===== config.mk =====
export PLATFORM = sky130hd
export DESIGN_NAME = xm_pattern_cell_decoder_unit
export DESIGN_NICKNAME = d
export VERILOG_FILES = /design/src/rtl/xmpcd_pkg.sv /design/src/rtl/xmpcd_front.sv /design/src/rtl/xmpcd_queue.sv /design/src/rtl/xmpcd_back.sv /design/src/rtl/xm_pattern_cell_decoder_unit.sv
export VERILOG_INCLUDE_DIRS = /design/src /design/src/rtl
export SDC_FILE = /design/constraint.sdc
export NUM_CORES = 1
export LEC_CHECK = 0
export BUFFER_PORTS_ARGS = -buffer_cell sky130_fd_sc_hd__buf_2
export CORE_ASPECT_RATIO = 1.2
export CORE_MARGIN = 5
export CORE_UTILIZATION = 43
export CTS_BUF_LIST = sky130_fd_sc_hd__clkbuf_4
export DETAILED_ROUTE_END_ITERATION = 8
export GPL_TIMING_DRIVEN = 1
export PLACE_DENSITY_LB_ADDON = 0.05
export SKIP_CTS_REPAIR_TIMING = 1
export SLEW_MARGIN = 0
export SYNTH_ARGS = -nofsm -noshare
export SYNTH_HDL_FRONTEND = slang
export SYNTH_SLANG_ARGS = --single-unit

===== constraint.sdc =====
create_clock -name clk -period 6.81 [get_ports clk]
set_input_delay 1.0215 -clock clk [delete_from_list [all_inputs] [get_ports clk]]
set_output_delay 1.0215 -clock clk [all_outputs]
set_load 0.05 [all_outputs]

===== src/rtl/xm_pattern_cell_decoder_unit_assert.svh =====
// ----------------------------------------------------------------------------
// Assertion macros for the pattern cell decoder
// Concurrent checks on clk, held off while rst_n is low.
// ----------------------------------------------------------------------------
`ifndef XM_PATTERN_CELL_DECODER_UNIT_ASSERT_SVH
`define XM_PATTERN_CELL_DECODER_UNIT_ASSERT_SVH

`ifndef SYNTHESIS
// same-cycle implication
`define XMPCD_ASSERT_IMP(lbl, ante, cons, msg) \
  lbl: assert property (@(posedge clk) disable iff (!rst_n) (ante) |-> (cons)) \
    else $error(msg);
// next-cycle implication
`define XMPCD_ASSERT_NXT(lbl, ante, cons, msg) \
  lbl: assert property (@(posedge clk) disable iff (!rst_n) (ante) |=> (cons)) \
    else $error(msg);
`else
`define XMPCD_ASSERT_IMP(lbl, ante, cons, msg)
`define XMPCD_ASSERT_NXT(lbl, ante, cons, msg)
`endif

`endif


===== src/rtl/xmpcd_pkg.sv =====
// ----------------------------------------------------------------------------
// xmpcd_pkg
// Types and constants shared by the pattern cell decoder modules.
// ----------------------------------------------------------------------------
`timescale 1ns / 1ps
`default_nettype none

package xmpcd_pkg;

  // input word
  typedef struct packed {
    logic       kind;
    logic [7:0] byte_value;
  } in_word_t;

  // result word
  typedef struct packed {
    logic [7:0] row_index;
    logic [4:0] channel_index;
    logic [7:0] note_value;
    logic [7:0] instrument_number;
    logic [7:0] volume_value;
    logic [3:0] effect_code;
    logic [7:0] fx_param;
    logic       note_cleared;
    logic [1:0] effect_class;
    logic       pattern_last;
  } out_word_t;

  // configuration registers
  typedef struct packed {
    logic [5:0] stored_chans;
    logic [5:0] kept_channels;
    logic [8:0] pattern_rows;
    logic [7:0] note_off_code;
    logic [7:0] max_note;
  } cfg_t;

  localparam int CFG_DATA_W = 9;
  localparam int CFG_IDX_W  = 3;

  localparam logic [CFG_IDX_W-1:0] REG_STORED_CHANS  = 3'd0;
  localparam logic [CFG_IDX_W-1:0] REG_KEPT_CHANNELS = 3'd1;
  localparam logic [CFG_IDX_W-1:0] REG_PATTERN_ROWS  = 3'd2;
  localparam logic [CFG_IDX_W-1:0] REG_NOTE_OFF_CODE = 3'd3;
  localparam logic [CFG_IDX_W-1:0] REG_MAX_NOTE      = 3'd4;

  localparam logic [5:0] RST_STORED_CHANS  = 6'd8;
  localparam logic [5:0] RST_KEPT_CHANNELS = 6'd8;
  localparam logic [8:0] RST_PATTERN_ROWS  = 9'd64;
  localparam logic [7:0] RST_NOTE_OFF_CODE = 8'd97;
  localparam logic [7:0] RST_MAX_NOTE      = 8'd96;

  // cell fields in stream order
  localparam int CELL_FIELDS = 5;
  localparam int FLD_NOTE    = 0;
  localparam int FLD_INSTR   = 1;
  localparam int FLD_VOL     = 2;
  localparam int FLD_FXTYPE  = 3;
  localparam int FLD_FXPARAM = 4;

  localparam logic [2:0] PHASE_LEAD = 3'd0;
  localparam logic [2:0] PHASE_END  = 3'd5;

  // finished cell handed from front to back
  typedef struct packed {
    logic [7:0]                  row;
    logic [4:0]                  chan;
    logic [CELL_FIELDS-1:0][7:0] fields;
    logic                        last;
  } cell_rec_t;

  localparam int QUEUE_DEPTH = 2;
  localparam int QPTR_W      = 1;
  localparam int QCNT_W      = 2;

  // volume column
  localparam logic [7:0] VOL_NONE  = 8'hFF;
  localparam logic [7:0] VOL_BASE  = 8'h10;
  localparam logic [7:0] VOL_TOP   = 8'h50;
  localparam logic [3:0] VC_SLIDE_DN = 4'h6;
  localparam logic [3:0] VC_SLIDE_UP = 4'h7;
  localparam logic [3:0] VC_PAN      = 4'hC;
  localparam logic [3:0] VC_PORTA    = 4'hF;

  // output effect commands
  localparam logic [3:0] CMD_NONE     = 4'h0;
  localparam logic [3:0] CMD_PORTA    = 4'h3;
  localparam logic [3:0] CMD_PAN      = 4'h8;
  localparam logic [3:0] CMD_VOLSLIDE = 4'hA;
  localparam logic [3:0] CMD_SETVOL   = 4'hC;
  localparam logic [3:0] CMD_EXT      = 4'hE;

  // extended effect types
  localparam logic [7:0] XT_DIRECT_TOP = 8'h0F;
  localparam logic [7:0] XT_GLOBAL_VOL = 8'h10;
  localparam logic [7:0] XT_GVOL_SLIDE = 8'h11;
  localparam logic [7:0] XT_KEY_OFF    = 8'h14;
  localparam logic [7:0] XT_PAN_SLIDE  = 8'h19;
  localparam logic [7:0] XT_RETRIG     = 8'h1B;
  localparam logic [7:0] XT_TREMOR     = 8'h1D;
  localparam logic [7:0] XT_EXTRA_FINE = 8'h21;

  localparam logic [7:0] GVOL_LIMIT    = 8'h40;
  localparam logic [3:0] EXT_RETRIG_HI = 4'h9;
  localparam logic [3:0] EXT_FINE_UP   = 4'h1;
  localparam logic [3:0] EXT_FINE_DN   = 4'h2;

  typedef enum logic [1:0] {
    FX_DIRECT  = 2'd0,
    FX_APPROX  = 2'd1,
    FX_DROPPED = 2'd2,
    FX_VOLCOL  = 2'd3
  } fx_class_t;

endpackage

`default_nettype wire


===== src/rtl/xmpcd_front.sv =====
// ----------------------------------------------------------------------------
// xmpcd_front
// Byte parser: gathers packed or plain cells and walks row/channel position.
// ----------------------------------------------------------------------------
`timescale 1ns / 1ps
`default_nettype none

module xmpcd_front #(
  parameter int MAX_ROWS     = 256,
  parameter int MAX_CHANNELS = 32
) (
  input  wire                    clk,
  input  wire                    rst_n,
  input  wire                    accept,
  input  xmpcd_pkg::in_word_t    in_data,
  input  xmpcd_pkg::cfg_t        cfg,
  output logic                   push,
  output xmpcd_pkg::cell_rec_t   push_rec
);

  localparam int ROW_W = (MAX_ROWS > 1) ? $clog2(MAX_ROWS) : 1;
  localparam int CH_W  = (MAX_CHANNELS > 1) ? $clog2(MAX_CHANNELS) : 1;
  localparam logic [8:0] ROWS_LIM = 9'(MAX_ROWS);
  localparam logic [5:0] CH_LIM   = 6'(MAX_CHANNELS);

  typedef logic [xmpcd_pkg::CELL_FIELDS-1:0][7:0] cell_t;

  logic [2:0]      phase_r,  phase_nxt;
  logic            packed_r, packed_nxt;
  logic [4:0]      mask_r,   mask_nxt;
  cell_t           fields_r, fields_nxt;
  logic [ROW_W-1:0] row_r,   row_nxt;
  logic [CH_W-1:0] chan_r,   chan_nxt;
  logic            done_r,   done_nxt;

  cell_t      cell_w;
  logic       fin;
  logic [4:0] sel;
  logic [8:0] rows;
  logic [5:0] fch, kch;
  logic       emit;

  // effective limits
  always_comb begin
    rows = (cfg.pattern_rows == 9'd0) ? 9'd1 :
           ((cfg.pattern_rows > ROWS_LIM) ? ROWS_LIM : cfg.pattern_rows);
    fch  = (cfg.stored_chans == 6'd0) ? 6'd1 :
           ((cfg.stored_chans > CH_LIM) ? CH_LIM : cfg.stored_chans);
    kch  = (cfg.kept_channels > fch) ? fch : cfg.kept_channels;
  end

  assign emit = 6'(chan_r) < kch;

  always_comb begin
    phase_nxt  = phase_r;
    packed_nxt = packed_r;
    mask_nxt   = mask_r;
    fields_nxt = fields_r;
    row_nxt    = row_r;
    chan_nxt   = chan_r;
    done_nxt   = done_r;
    cell_w     = fields_r;
    fin        = 1'b0;
    sel        = 5'd0;
    // an end word after a finished pattern is dropped
    if (accept && !(done_r && in_data.kind)) begin
      done_nxt = 1'b0;
      if (in_data.kind) begin
        fin = 1'b1;
        if (phase_r == xmpcd_pkg::PHASE_LEAD || !packed_r) begin
          cell_w = '0;
        end
      end else if (phase_r == xmpcd_pkg::PHASE_LEAD) begin
        cell_w = '0;
        if (in_data.byte_value[7]) begin
          packed_nxt = 1'b1;
          mask_nxt   = in_data.byte_value[4:0];
          if (in_data.byte_value[4:0] == 5'd0) begin
            fin = 1'b1;
          end
        end else begin
          packed_nxt = 1'b0;
          cell_w[xmpcd_pkg::FLD_NOTE] = in_data.byte_value;
        end
        phase_nxt = 3'd1;
      end else if (packed_r) begin
        // lowest pending mask bit takes this byte
        sel = mask_r & (~mask_r + 5'd1);
        for (int i = 0; i < xmpcd_pkg::CELL_FIELDS; i++) begin
          if (sel[i]) begin
            cell_w[i] = in_data.byte_value;
          end
        end
        mask_nxt = mask_r & ~sel;
        if (mask_nxt == 5'd0) begin
          fin = 1'b1;
        end
      end else begin
        for (int i = 0; i < xmpcd_pkg::CELL_FIELDS; i++) begin
          if (phase_r == 3'(i)) begin
            cell_w[i] = in_data.byte_value;
          end
        end
        phase_nxt = phase_r + 3'd1;
        if (phase_nxt >= xmpcd_pkg::PHASE_END) begin
          fin = 1'b1;
        end
      end
      fields_nxt = cell_w;
      if (fin) begin
        phase_nxt  = xmpcd_pkg::PHASE_LEAD;
        packed_nxt = 1'b0;
        mask_nxt   = 5'd0;
        fields_nxt = '0;
        if (6'(chan_r) + 6'd1 >= fch) begin
          chan_nxt = '0;
          if (9'(row_r) + 9'd1 >= rows) begin
            row_nxt  = '0;
            done_nxt = 1'b1;
          end else begin
            row_nxt = ROW_W'(9'(row_r) + 9'd1);
          end
        end else begin
          chan_nxt = CH_W'(6'(chan_r) + 6'd1);
        end
      end
    end
  end

  assign push            = fin && emit;
  assign push_rec.row    = 8'(row_r);
  assign push_rec.chan   = 5'(chan_r);
  assign push_rec.fields = cell_w;
  assign push_rec.last   = (9'(row_r) == rows - 9'd1) && (6'(chan_r) == kch - 6'd1);

  always_ff @(posedge clk) begin
    if (!rst_n) begin
      phase_r  <= xmpcd_pkg::PHASE_LEAD;
      packed_r <= 1'b0;
      mask_r   <= 5'd0;
      fields_r <= '0;
      row_r    <= '0;
      chan_r   <= '0;
      done_r   <= 1'b0;
    end else begin
      phase_r  <= phase_nxt;
      packed_r <= packed_nxt;
      mask_r   <= mask_nxt;
      fields_r <= fields_nxt;
      row_r    <= row_nxt;
      chan_r   <= chan_nxt;
      done_r   <= done_nxt;
    end
  end

endmodule

`default_nettype wire


===== src/rtl/xmpcd_queue.sv =====
// ----------------------------------------------------------------------------
// xmpcd_queue
// Small FIFO of finished cells between the parser and the mapper.
// ----------------------------------------------------------------------------
`timescale 1ns / 1ps
`default_nettype none

module xmpcd_queue (
  input  wire                    clk,
  input  wire                    rst_n,
  input  wire                    push,
  input  xmpcd_pkg::cell_rec_t   push_rec,
  input  wire                    pop,
  output logic                   full,
  output logic                   empty,
  output xmpcd_pkg::cell_rec_t   head_rec
);

  xmpcd_pkg::cell_rec_t mem_r [xmpcd_pkg::QUEUE_DEPTH];

  logic [xmpcd_pkg::QPTR_W-1:0] wptr_r, wptr_nxt;
  logic [xmpcd_pkg::QPTR_W-1:0] rptr_r, rptr_nxt;
  logic [xmpcd_pkg::QCNT_W-1:0] cnt_r,  cnt_nxt;

  assign full     = cnt_r == xmpcd_pkg::QCNT_W'(xmpcd_pkg::QUEUE_DEPTH);
  assign empty    = cnt_r == '0;
  assign head_rec = mem_r[rptr_r];

  always_comb begin
    wptr_nxt = push ? wptr_r + 1'b1 : wptr_r;
    rptr_nxt = pop  ? rptr_r + 1'b1 : rptr_r;
    cnt_nxt  = cnt_r + xmpcd_pkg::QCNT_W'(push) - xmpcd_pkg::QCNT_W'(pop);
  end

  always_ff @(posedge clk) begin
    if (push) begin
      mem_r[wptr_r] <= push_rec;
    end
  end

  always_ff @(posedge clk) begin
    if (!rst_n) begin
      wptr_r <= '0;
      rptr_r <= '0;
      cnt_r  <= '0;
    end else begin
      wptr_r <= wptr_nxt;
      rptr_r <= rptr_nxt;
      cnt_r  <= cnt_nxt;
    end
  end

endmodule

`default_nettype wire


===== src/rtl/xmpcd_back.sv =====
// ----------------------------------------------------------------------------
// xmpcd_back
// Cell mapper: note check, volume column and effect remap, output register.
// ----------------------------------------------------------------------------
`timescale 1ns / 1ps
`default_nettype none

module xmpcd_back (
  input  wire                    clk,
  input  wire                    rst_n,
  input  wire                    head_valid,
  input  xmpcd_pkg::cell_rec_t   head_rec,
  input  xmpcd_pkg::cfg_t        cfg,
  output logic                   pop,
  output logic                   out_valid,
  input  wire                    out_ready,
  output xmpcd_pkg::out_word_t   out_data
);

  logic                 valid_r, valid_nxt;
  xmpcd_pkg::out_word_t data_r,  data_nxt;

  logic [7:0] note, vbyte, ftype, fparam;
  logic [7:0] vol, vpar, par;
  logic [3:0] vcode, code, lo, hi;
  logic [3:0] vlo;
  xmpcd_pkg::fx_class_t cls;

  always_comb begin
    note   = head_rec.fields[xmpcd_pkg::FLD_NOTE];
    vbyte  = head_rec.fields[xmpcd_pkg::FLD_VOL];
    ftype  = head_rec.fields[xmpcd_pkg::FLD_FXTYPE];
    fparam = head_rec.fields[xmpcd_pkg::FLD_FXPARAM];
    vlo    = vbyte[3:0];
    hi     = fparam[7:4];
    lo     = fparam[3:0];

    // volume column
    vol   = xmpcd_pkg::VOL_NONE;
    vcode = xmpcd_pkg::CMD_NONE;
    vpar  = 8'd0;
    if (vbyte >= xmpcd_pkg::VOL_BASE) begin
      if (vbyte <= xmpcd_pkg::VOL_TOP) begin
        vol = vbyte - xmpcd_pkg::VOL_BASE;
      end else begin
        unique case (vbyte[7:4])
          xmpcd_pkg::VC_SLIDE_DN: begin
            vcode = xmpcd_pkg::CMD_VOLSLIDE;
            vpar  = {4'd0, vlo};
          end
          xmpcd_pkg::VC_SLIDE_UP: begin
            vcode = xmpcd_pkg::CMD_VOLSLIDE;
            vpar  = {vlo, 4'd0};
          end
          xmpcd_pkg::VC_PAN: begin
            vcode = xmpcd_pkg::CMD_PAN;
            vpar  = {vlo, vlo};  // lo * 17
          end
          xmpcd_pkg::VC_PORTA: begin
            vcode = xmpcd_pkg::CMD_PORTA;
            vpar  = {4'd0, vlo};
          end
          default: ;
        endcase
      end
    end

    // effect column wins over a volume-column effect
    code = xmpcd_pkg::CMD_NONE;
    par  = 8'd0;
    cls  = xmpcd_pkg::FX_DIRECT;
    if (ftype != 8'd0 || fparam != 8'd0) begin
      if (ftype <= xmpcd_pkg::XT_DIRECT_TOP) begin
        code = ftype[3:0];
        par  = fparam;
      end else begin
        cls = xmpcd_pkg::FX_APPROX;
        unique case (ftype)
          xmpcd_pkg::XT_GLOBAL_VOL: begin
            code = xmpcd_pkg::CMD_SETVOL;
            par  = (fparam < xmpcd_pkg::GVOL_LIMIT) ? fparam : xmpcd_pkg::GVOL_LIMIT;
          end
          xmpcd_pkg::XT_GVOL_SLIDE, xmpcd_pkg::XT_TREMOR: begin
            code = xmpcd_pkg::CMD_VOLSLIDE;
            par  = fparam;
          end
          xmpcd_pkg::XT_KEY_OFF: begin
            code = xmpcd_pkg::CMD_SETVOL;
          end
          xmpcd_pkg::XT_PAN_SLIDE: begin
            code = xmpcd_pkg::CMD_PAN;
            par  = fparam;
          end
          xmpcd_pkg::XT_RETRIG: begin
            code = xmpcd_pkg::CMD_EXT;
            par  = {xmpcd_pkg::EXT_RETRIG_HI, lo};
          end
          xmpcd_pkg::XT_EXTRA_FINE: begin
            if (hi == xmpcd_pkg::EXT_FINE_UP || hi == xmpcd_pkg::EXT_FINE_DN) begin
              code = xmpcd_pkg::CMD_EXT;
              par  = {hi, lo};
            end else begin
              cls = xmpcd_pkg::FX_DROPPED;
            end
          end
          default: cls = xmpcd_pkg::FX_DROPPED;
        endcase
      end
    end else if (vcode != xmpcd_pkg::CMD_NONE) begin
      code = vcode;
      par  = vpar;
      cls  = xmpcd_pkg::FX_VOLCOL;
    end

    data_nxt.row_index         = head_rec.row;
    data_nxt.channel_index     = head_rec.chan;
    data_nxt.instrument_number = head_rec.fields[xmpcd_pkg::FLD_INSTR];
    data_nxt.volume_value      = vol;
    data_nxt.effect_code       = code;
    data_nxt.fx_param          = par;
    data_nxt.effect_class      = cls;
    data_nxt.pattern_last      = head_rec.last;
    // key-off first, then the valid note range
    data_nxt.note_value        = 8'd0;
    data_nxt.note_cleared      = 1'b0;
    if (note == cfg.note_off_code) begin
      data_nxt.note_value = cfg.note_off_code;
    end else if (note >= 8'd1 && note <= cfg.max_note) begin
      data_nxt.note_value = note;
    end else if (note != 8'd0) begin
      data_nxt.note_cleared = 1'b1;
    end
  end

  assign pop       = head_valid && (!valid_r || out_ready);
  assign valid_nxt = pop || (valid_r && !out_ready);
  assign out_valid = valid_r;
  assign out_data  = data_r;

  always_ff @(posedge clk) begin
    if (pop) begin
      data_r <= data_nxt;
    end
  end

  always_ff @(posedge clk) begin
    if (!rst_n) begin
      valid_r <= 1'b0;
    end else begin
      valid_r <= valid_nxt;
    end
  end

endmodule

`default_nettype wire


===== src/rtl/xm_pattern_cell_decoder_unit.sv =====
// ----------------------------------------------------------------------------
// xm_pattern_cell_decoder_unit
// Tracker pattern cell unpacker: bytes in, mapped cells out.
// ----------------------------------------------------------------------------
//   channel  direction  ports                           word
//   in       input      in_valid / in_ready / in_data   kind, byte_value
//   out      output     out_valid / out_ready / out_data  one mapped cell
//   cfg      input      cfg_we / cfg_index / cfg_data   register write
//
// One byte word is taken every cycle while in_ready is high; a cell word
// reaches out through the queue and output register after the byte (or end
// word) that completes it. The parser finishes a cell in the cycle it takes
// the byte; the mapper registers it from the two-entry queue when out is free.
// in_ready drops only when the queue is full, i.e. after out stalls.
// Reset (rst_n low, synchronous) empties the queue and the output stage,
// returns the parser to the start of a pattern and loads register defaults.
// ----------------------------------------------------------------------------
`timescale 1ns / 1ps
`default_nettype none

`include "xm_pattern_cell_decoder_unit_assert.svh"

module xm_pattern_cell_decoder_unit #(
  parameter int MAX_ROWS     = 256,
  parameter int MAX_CHANNELS = 32
) (
  input  wire                                     clk,
  input  wire                                     rst_n,
  input  wire                                     in_valid,
  output logic                                    in_ready,
  input  xmpcd_pkg::in_word_t                     in_data,
  output logic                                    out_valid,
  input  wire                                     out_ready,
  output xmpcd_pkg::out_word_t                    out_data,
  input  wire                                     cfg_we,
  input  wire  [xmpcd_pkg::CFG_IDX_W-1:0]         cfg_index,
  input  wire  [xmpcd_pkg::CFG_DATA_W-1:0]        cfg_data
);

  // configuration registers
  xmpcd_pkg::cfg_t cfg_r, cfg_nxt;

  always_comb begin
    cfg_nxt = cfg_r;
    if (cfg_we) begin
      unique case (cfg_index)
        xmpcd_pkg::REG_STORED_CHANS:  cfg_nxt.stored_chans  = cfg_data[5:0];
        xmpcd_pkg::REG_KEPT_CHANNELS: cfg_nxt.kept_channels = cfg_data[5:0];
        xmpcd_pkg::REG_PATTERN_ROWS:  cfg_nxt.pattern_rows  = cfg_data[8:0];
        xmpcd_pkg::REG_NOTE_OFF_CODE: cfg_nxt.note_off_code = cfg_data[7:0];
        xmpcd_pkg::REG_MAX_NOTE:      cfg_nxt.max_note      = cfg_data[7:0];
        default: ;  // unmapped index, ignored
      endcase
    end
  end

  always_ff @(posedge clk) begin
    if (!rst_n) begin
      cfg_r.stored_chans  <= xmpcd_pkg::RST_STORED_CHANS;
      cfg_r.kept_channels <= xmpcd_pkg::RST_KEPT_CHANNELS;
      cfg_r.pattern_rows  <= xmpcd_pkg::RST_PATTERN_ROWS;
      cfg_r.note_off_code <= xmpcd_pkg::RST_NOTE_OFF_CODE;
      cfg_r.max_note      <= xmpcd_pkg::RST_MAX_NOTE;
    end else begin
      cfg_r <= cfg_nxt;
    end
  end

  // front -> queue -> back
  logic                 in_accept;
  logic                 q_push, q_pop, q_full, q_empty;
  xmpcd_pkg::cell_rec_t q_push_rec, q_head_rec;

  assign in_ready  = !q_full;
  assign in_accept = in_valid && in_ready;

  xmpcd_front #(
    .MAX_ROWS     (MAX_ROWS),
    .MAX_CHANNELS (MAX_CHANNELS)
  ) u_front (
    .clk      (clk),
    .rst_n    (rst_n),
    .accept   (in_accept),
    .in_data  (in_data),
    .cfg      (cfg_r),
    .push     (q_push),
    .push_rec (q_push_rec)
  );

  xmpcd_queue u_queue (
    .clk      (clk),
    .rst_n    (rst_n),
    .push     (q_push),
    .push_rec (q_push_rec),
    .pop      (q_pop),
    .full     (q_full),
    .empty    (q_empty),
    .head_rec (q_head_rec)
  );

  xmpcd_back u_back (
    .clk        (clk),
    .rst_n      (rst_n),
    .head_valid (!q_empty),
    .head_rec   (q_head_rec),
    .cfg        (cfg_r),
    .pop        (q_pop),
    .out_valid  (out_valid),
    .out_ready  (out_ready),
    .out_data   (out_data)
  );

  // the parser never finishes a cell into a full queue
  `XMPCD_ASSERT_IMP(a_no_push_full, q_push, !q_full, "cell pushed into full queue")
  // a drained queue leaves the output empty after a handoff
  `XMPCD_ASSERT_NXT(a_drain_idle, out_valid && out_ready && q_empty, !out_valid, "stale output word")
  // a rising out_valid follows a queued cell
  `XMPCD_ASSERT_IMP(a_out_from_queue, $rose(out_valid), $past(!q_empty), "output without queued cell")

endmodule

`default_nettype wire

# Word-level counts from Yosys, hierarchy flattened
# Memories as Yosys holds them, arrays and structs flattened. A register that Yosys moved wholly into a read port is not among the register bits.
# Cells that the tools add are included.
[totals]
reg_bits = 158
mem_bits_rw = 108
input_bits = 26
elab_cells = 214
mem_count = 1
[mem_list]
columns = ["name", "words", "width", "rd", "rd_clocked_by_memory_dff", "wr", "line", "source"]
rows = [
  ["u_queue.mem_r", 2, 54, 1, 1, 1, "xmpcd_queue.sv:19", "xmpcd_pkg::cell_rec_t mem_r [xmpcd_pkg::QUEUE_DEPTH];"],
]
[classes]
add_sub_neg = 11
n_lt_le_gt_ge = 13
eq_ne = 28
n_mux = 77
bitwise_logic = 4
n_reduce_logical = 50
[op_table]
columns = ["cell", "n"]
rows = [
  ["two-way mux 40 bit", 6],
  ["two-way mux 8 bit", 19],
  ["== test 8 x 5 -> 1 bit (second input constant)", 6],
  ["case mux 8 bit (4 select lines)", 1],
  ["two-way mux 5 bit", 6],
  ["two-way mux 4 bit", 6],
  ["case mux 8 bit (3 select lines)", 1],
  ["nonzero test 8 bit", 3],
  ["two-way mux 1 bit", 21],
  ["case mux 4 bit (5 select lines)", 1],
  ["two-way mux 6 bit", 3],
  ["two-way mux 9 bit", 2],
  ["AND reduction 2 bit", 7],
  ["== test 3 x 2 -> 1 bit (second input constant)", 4],
  ["two-way mux 3 bit", 4],
  ["case mux 4 bit (3 select lines)", 1],
  ["bitwise AND 5 bit", 2],
  ["logical NOT 5 bit", 2],
  ["NOT 5 bit", 2],
  ["OR reduction 2 bit", 5],
  ["adder 8 x 1 -> 9 bit (second input constant)", 1],
  ["== test 8 x 9 -> 1 bit", 1],
  ["greater-or-equal comparator 9 bit", 1],
  ["> comparator 9 bit (second input constant)", 1],
  ["49 further kinds", 77],
]

# Depth between registers and ports, before layout
[depth]
ltp_word = 15
depth_mapped = 18

# Cells and area by module
# Synthesis repeated with hierarchy kept, for this count alone.
[hier_totals]
hier_cells = 1089
area_unflattened_um2 = 13071.3
[by_module_without_submodules]
columns = ["mod", "n_inst", "cells_each", "area_each_um2"]
rows = [
  ["xmpcd_front", 1, 528, 4433.0],
  ["xmpcd_queue", 1, 189, 4375.4],
  ["xmpcd_back", 1, 230, 2797.7],
  ["xm_pattern_cell_decoder_unit", 1, 142, 1465.2],
]

# Worst setup path after synthesis
# No wires, ideal clock.
[synth_path]
path_kind = "register to register"
startpoint = "register cfg_r[32] (netlist bit)"
endpoint = "memory u_queue.mem_r[1][0] (netlist bit), enable pin"
t_arrival_ps = 4403
slack_ps = 1990
stages_incl_launch_ff = 14
period_less_slack_ps = 4820
path_cell_list = "dfxtp_1 -> nor2b_1 -> inv_1 -> ha_1 -> nand2b_1 -> a21oi_1 -> o31a_1 -> mux2_2 -> ha_1 -> a31o_2 -> o31ai_1 -> a211oi_1 -> a311oi_2 -> and2_1"
[synth_between]
elab_chain_cells = 9
elab_cells_between_ends = 10
cone_classes = "order compare: 3; mux: 5; reduce/logical: 2"
[synth_rtl]
columns = ["element", "line", "source"]
rows = [
  ["from (decl)", "xm_pattern_cell_decoder_unit.sv:41", "xmpcd_pkg::cfg_t cfg_r, cfg_nxt;"],
  ["from (signal assigned)", "xm_pattern_cell_decoder_unit.sv:65", "cfg_r <= cfg_nxt;"],
  ["> comparator 6 bit", "xmpcd_front.sv:48", "((cfg.stored_chans > CH_LIM) ? CH_LIM : cfg.stored_chans);"],
  ["two-way mux 6 bit", "xmpcd_front.sv:48", ""],
  ["two-way mux 6 bit (*)", "xmpcd_front.sv:47", "fch = (cfg.stored_chans == 6'd0) ? 6'd1 :"],
  ["> comparator 6 bit", "xmpcd_front.sv:49", "kch = (cfg.kept_channels > fch) ? fch : cfg.kept_channels;"],
  ["two-way mux 6 bit (*)", "xmpcd_front.sv:49", ""],
  ["< comparator 5 x 6 -> 1 bit (*)", "xmpcd_front.sv:52", "assign emit = 6'(chan_r) < kch;"],
  ["logical AND 1 bit (*)", "xmpcd_front.sv:130", "assign push = fin && emit;"],
  ["two-way mux 1 bit (*)", "xmpcd_queue.sv:36", "if (push) begin"],
  ["two-way mux 1 bit (implied by the code) (*)", "xmpcd_queue.sv:37", "mem_r[wptr_r] <= push_rec;"],
  ["to (decl)", "xmpcd_queue.sv:19", ""],
]
# Every way passes the cells marked *; elsewhere a longest branch is shown, timed or not.

# Worst setup path after layout
[layout_path]
startpoint = "register cfg_r[32] (netlist bit)"
endpoint = "memory u_queue.mem_r[1][34] (netlist bit), enable pin"
# The elaborated chain is that of the path after synthesis.

==> impl_results.rst <==
.. list-table::
   :header-rows: 1

   * - Metric
     - Value
   * - Standard-cell row count
     - 67
   * - Register bit count reported by yosys
     - approximately 270
   * - Total GRT Usage
     - 0.179
   * - CP endpoint kind
     - register
   * - Ranking of synthesized cells by area
     - sky130_fd_sc_hd__edfxtp_1 (39%), sky130_fd_sc_hd__dfxtp_1 (17%), sky130_fd_sc_hd__ha_1 (4.8%), sky130_fd_sc_hd__nand2_1 (3.9%), sky130_fd_sc_hd__mux2_2 (3.4%)
   * - Clk Latency, worst-skew pair
     - about 0.7 ns
   * - Initial core utilization
     - 0.437
   * - Highest cell delay on the worst timing path
     - roughly 0.74 ns
   * - I/O pin total
     - between 80 and 90
   * - Post-synthesis sequential area ratio
     - 0.567
   * - R2R depth
     - 14
   * - Endpoint of the lowest-slack register-to-register path
     - u_queue.mem_r[1][34]
   * - Final worst slack
     - roughly 1.7 ns
   * - Chip Width
     - approximately 160 microns
   * - Total clock sinks
     - about 270
   * - Reported leakage power
     - between 5 and 6 nW
   * - Number of DRC violations after detailed routing
     - 0
   * - VDD IR-drop max
     - 0.266 mV
   * - Hold Startpoint
     - cfg_r[31]
   * - Final-stage net count
     - around 1300
   * - Unrepaired setup endpoints after global routing
     - false
   * - Initial antenna violation count
     - 1
   * - Switching Power
     - around 1.7 mW
   * - Number of max-slew violations in the final report
     - 0
   * - Worst clock skew
     - ~0.06 ns
   * - Highest-delay cell along the critical path
     - sky130_fd_sc_hd__and2_2
   * - Portion of total power attributed to sequential cells
     - 0.421
   * - Required time reported for the critical path endpoint
     - about 7.1 ns
   * - Result of the run
     - complete, no violations
   * - DP Worst Slack
     - roughly 1.6 ns
   * - Area enclosed by the die boundary
     - between 30000 and 40000 sq um
   * - Timing-limited maximum frequency
     - around 0.20 GHz
   * - Headroom to the max-slew limit
     - 0.455
   * - Most instantiated cells after synthesis
     - sky130_fd_sc_hd__edfxtp_1 (161), sky130_fd_sc_hd__nand2_1 (126), sky130_fd_sc_hd__dfxtp_1 (106), sky130_fd_sc_hd__nor2_1 (62), sky130_fd_sc_hd__a21oi_1 (56)
   * - Total negative setup slack
     - 0 ns
   * - Cells along the critical path
     - nor2b_1 -> inv_1 -> ha_1 -> nand2b_1 -> a21oi_1 -> o31a_1 -> mux2_2 -> ha_1 -> a31o_2 -> o31ai_1 -> a211oi_1 -> a311oi_2 -> and2_2 -> buf_4
   * - Mean post-synth cell area
     - ~11 sq um
   * - Clock input transition at the sequential cells of the worst setup and hold paths
     - roughly 0.060 ns
   * - Count of H-tree levels built during CTS
     - 3
   * - I/O Buffers
     - 80
   * - Maximum number of pins on one net before global-route repair
     - 56
   * - Max-cap violation count
     - 0
   * - First-pass GRT wire length
     - roughly 46000 microns
   * - Root cell of the clock tree
     - sky130_fd_sc_hd__clkbuf_4
   * - Share of the synthesized area in the top cell type
     - 0.394
   * - Critical path fanouts, max
     - 29
   * - Total congestion overflow
     - 0
   * - Library cell with the highest instance count after synthesis
     - sky130_fd_sc_hd__edfxtp_1
   * - Number of hold-slack violations in the final timing report
     - 0
   * - CORE AREA
     - roughly 28000 sq um
   * - Worst slew pin tran
     - just over 0.8 ns
   * - Data arrival time of the worst path
     - between 5 and 6 ns
   * - CTS tree
     - done
   * - Vias in the first global route
     - between 8000 and 9000
   * - Drt initial violations
     - between 400 and 500
   * - Register-to-register setup slack
     - 1.69 ns
   * - Final critical path time including I/O delays and setup
     - slightly above 5 ns
   * - Total CTS buffers
     - approximately 70
   * - Number of synthesized flops with an enable pin
     - between 150 and 200
   * - Capture endpoint of the worst hold path
     - cfg_r[31]
   * - Post-synthesis cell count
     - roughly 1100
   * - Area Growth Syn to Fin
     - 14.4%
   * - Main flop type after synthesis
     - sky130_fd_sc_hd__edfxtp_1
   * - Fraction of layout cells with a size suffix above 1
     - 0.211
   * - Total half-perimeter wirelength after legalization and detailed placement
     - approximately 20000 microns
   * - Cell type with the highest occurrence count on the critical path
     - sky130_fd_sc_hd__ha_1
   * - Critical path launch point
     - cfg_r[32]
   * - Total number of vias
     - 8699
   * - Clock power share
     - 0.306
   * - Switching portion of total power
     - 0.353
   * - Logic pwr share
     - 0.273
   * - Via density per instance
     - approximately 5.3
   * - Portion of the clock cycle consumed by the worst path in the final layout
     - 0.752
   * - Vertical extent of the die
     - 195 microns
   * - Worst hold-check path type
     - reg -> reg
   * - FF-to-FF Start
     - cfg_r[32]
   * - Clock Path Buffers
     - 3
   * - CP startpoint kind
     - register
   * - Weighted congestion at the end of routability-driven global placement
     - 0.861
   * - Yosys synthesis warning count
     - 0
   * - Async S/R FF share, synth
     - 0
   * - Cell accounting for the most synthesized area
     - sky130_fd_sc_hd__edfxtp_1
   * - Post-Syn Area
     - approximately 12000 sq um
   * - # setup viols final
     - 0
   * - Cell-internal power
     - 3.15 mW
   * - Number of distinct library cell variants in the gate-level netlist after synthesis
     - 72
   * - Type of the setup path with the least slack
     - reg -> reg
   * - Post-Route WL
     - 28600 microns
   * - Worst hold stages
     - 2
   * - DR pass1 iterations
     - 5
   * - Syn Nets
     - 1153
   * - Power density over cell area
     - about 350 nW/um^2
   * - Detail-routed net length per standard cell
     - around 17 microns
   * - Number of nets with antenna violations after detailed routing
     - 0
## flip-flops by register name (all words and copies together), names as in the netlist, 2 cells and up, named ones only
register and count:
u_front.mask_r 5, cfg_r 37, u_queue.cnt_r 2, u_front.row_r 8, u_front.phase_r 3, u_front.fields_r 40, u_front.chan_r 5, u_queue.mem_r 108
u_back.out_data 53
## layer usage
layer	part of all wire	track usage	vias to the layer above
li1	-	-	4285
met3	0.042	0.0384	62
met1	0.40	0.200	4137
met2	0.53	0.330	215
met4	0.026	0.0684	0
met5	0	0	-
## worst max path at each step
stage | to | cells after the start | slack [ns]
6_report | u_queue.mem_r[1][34] | 14 | 1.69
5_1_grt | u_queue.mem_r[1][34] | 14 | 1.31
4_1_cts | u_queue.mem_r[1][34] | 14 | 1.60
3_5_place_dp | u_queue.mem_r[1][34] | 14 | 1.64
3_3_place_gp | u_queue.mem_r[1][35] | 14 | 1.72
2_1_floorplan | u_queue.mem_r[1][0] | 13 | 1.99
## power groups by stage
| stage | clock, mW | combinational (mW) | sequential (mW) |
|---|---|---|---|
| after floorplan | 0 | 0.644 | 2.48 |
| after global placement | 0 | 1.34 | 2.09 |
| after detailed placement | 0 | 1.35 | 2.09 |
| after CTS | 1.55 | 1.36 | 2.06 |
| after global routing | 1.64 | 1.45 | 2.07 |
| final | 1.49 | 1.33 | 2.05 |
## worst max-delay path, delay by kind of cell (launching register included)
kind                     cells  cell delay (ns)
AND/OR/NAND/NOR              3             1.16
buffers and inverters        2             0.59
AO/OA/AOI/OAI                6             1.64
multiplexers                 1             0.41
flip-flops                   1             0.34
adder cells (fa/ha/maj)      2             0.63
## logic make-up (layout without fill, tap and decap cells)
logic type / after synthesis / in the layout / share of synthesized area
AOI/OAI and AO/OA: 235 / 235 / 0.132
xor gates and xnor gates: 37 / 37 / 0.0264
adders and majority gates: 48 / 48 / 0.0488
buffers and inverters: 81 / 264 / 0.0270
DFF: 267 / 267 / 0.567
muxes: 65 / 65 / 0.0583
other: 0 / 2 / 0
and+or+nand+nor: 347 / 347 / 0.140
## per-stage QoR
step	total power, mW	hold WS, ns	cells	utilization	cell area [sq um]
2_1_floorplan	3.12	0.424	1080	-	12300
3_3_place_gp	3.43	0.446	1508	0.464	13000
3_5_place_dp	3.44	0.450	1508	0.464	13000
4_1_cts	4.97	0.459	1642	0.500	14000
5_1_grt	5.16	0.479	1644	0.500	14000
6_report	4.87	0.457	1644	0.500	14000
## final cells by class
| class | count | area [sq um] |
|---|---|---|
| Fill cell | 2639 | 14000 |
| Sequential cell | 267 | 6960 |
| Multi-Input combinational cell | 732 | 4990 |
| Clock buffer | 107 | 803 |
| Tap cell | 379 | 474 |
| Timing Repair Buffer | 89 | 468 |
| Clock inverter | 27 | 185 |
| Inverter | 41 | 154 |
| Antenna cell | 2 | 5.00 |
## placed cells by master (no fill, tap or decap), types with 17 or more instances in the layout
cell type and count:
sky130_fd_sc_hd__nand2_1 126, sky130_fd_sc_hd__mux2_2 37, sky130_fd_sc_hd__dfxtp_1 105, sky130_fd_sc_hd__nor2b_1 41
sky130_fd_sc_hd__inv_1 40, sky130_fd_sc_hd__edfxtp_1 161, sky130_fd_sc_hd__xnor2_1 20, sky130_fd_sc_hd__ha_1 47
sky130_fd_sc_hd__o21ai_0 41, sky130_fd_sc_hd__nand3_1 28, sky130_fd_sc_hd__buf_2 80, sky130_fd_sc_hd__nor2_1 61
sky130_fd_sc_hd__clkbuf_4 107, sky130_fd_sc_hd__mux2i_1 26, sky130_fd_sc_hd__xor2_1 17, sky130_fd_sc_hd__a22o_1 42
sky130_fd_sc_hd__a21oi_1 56
Power figures use the tool's default switching activity.
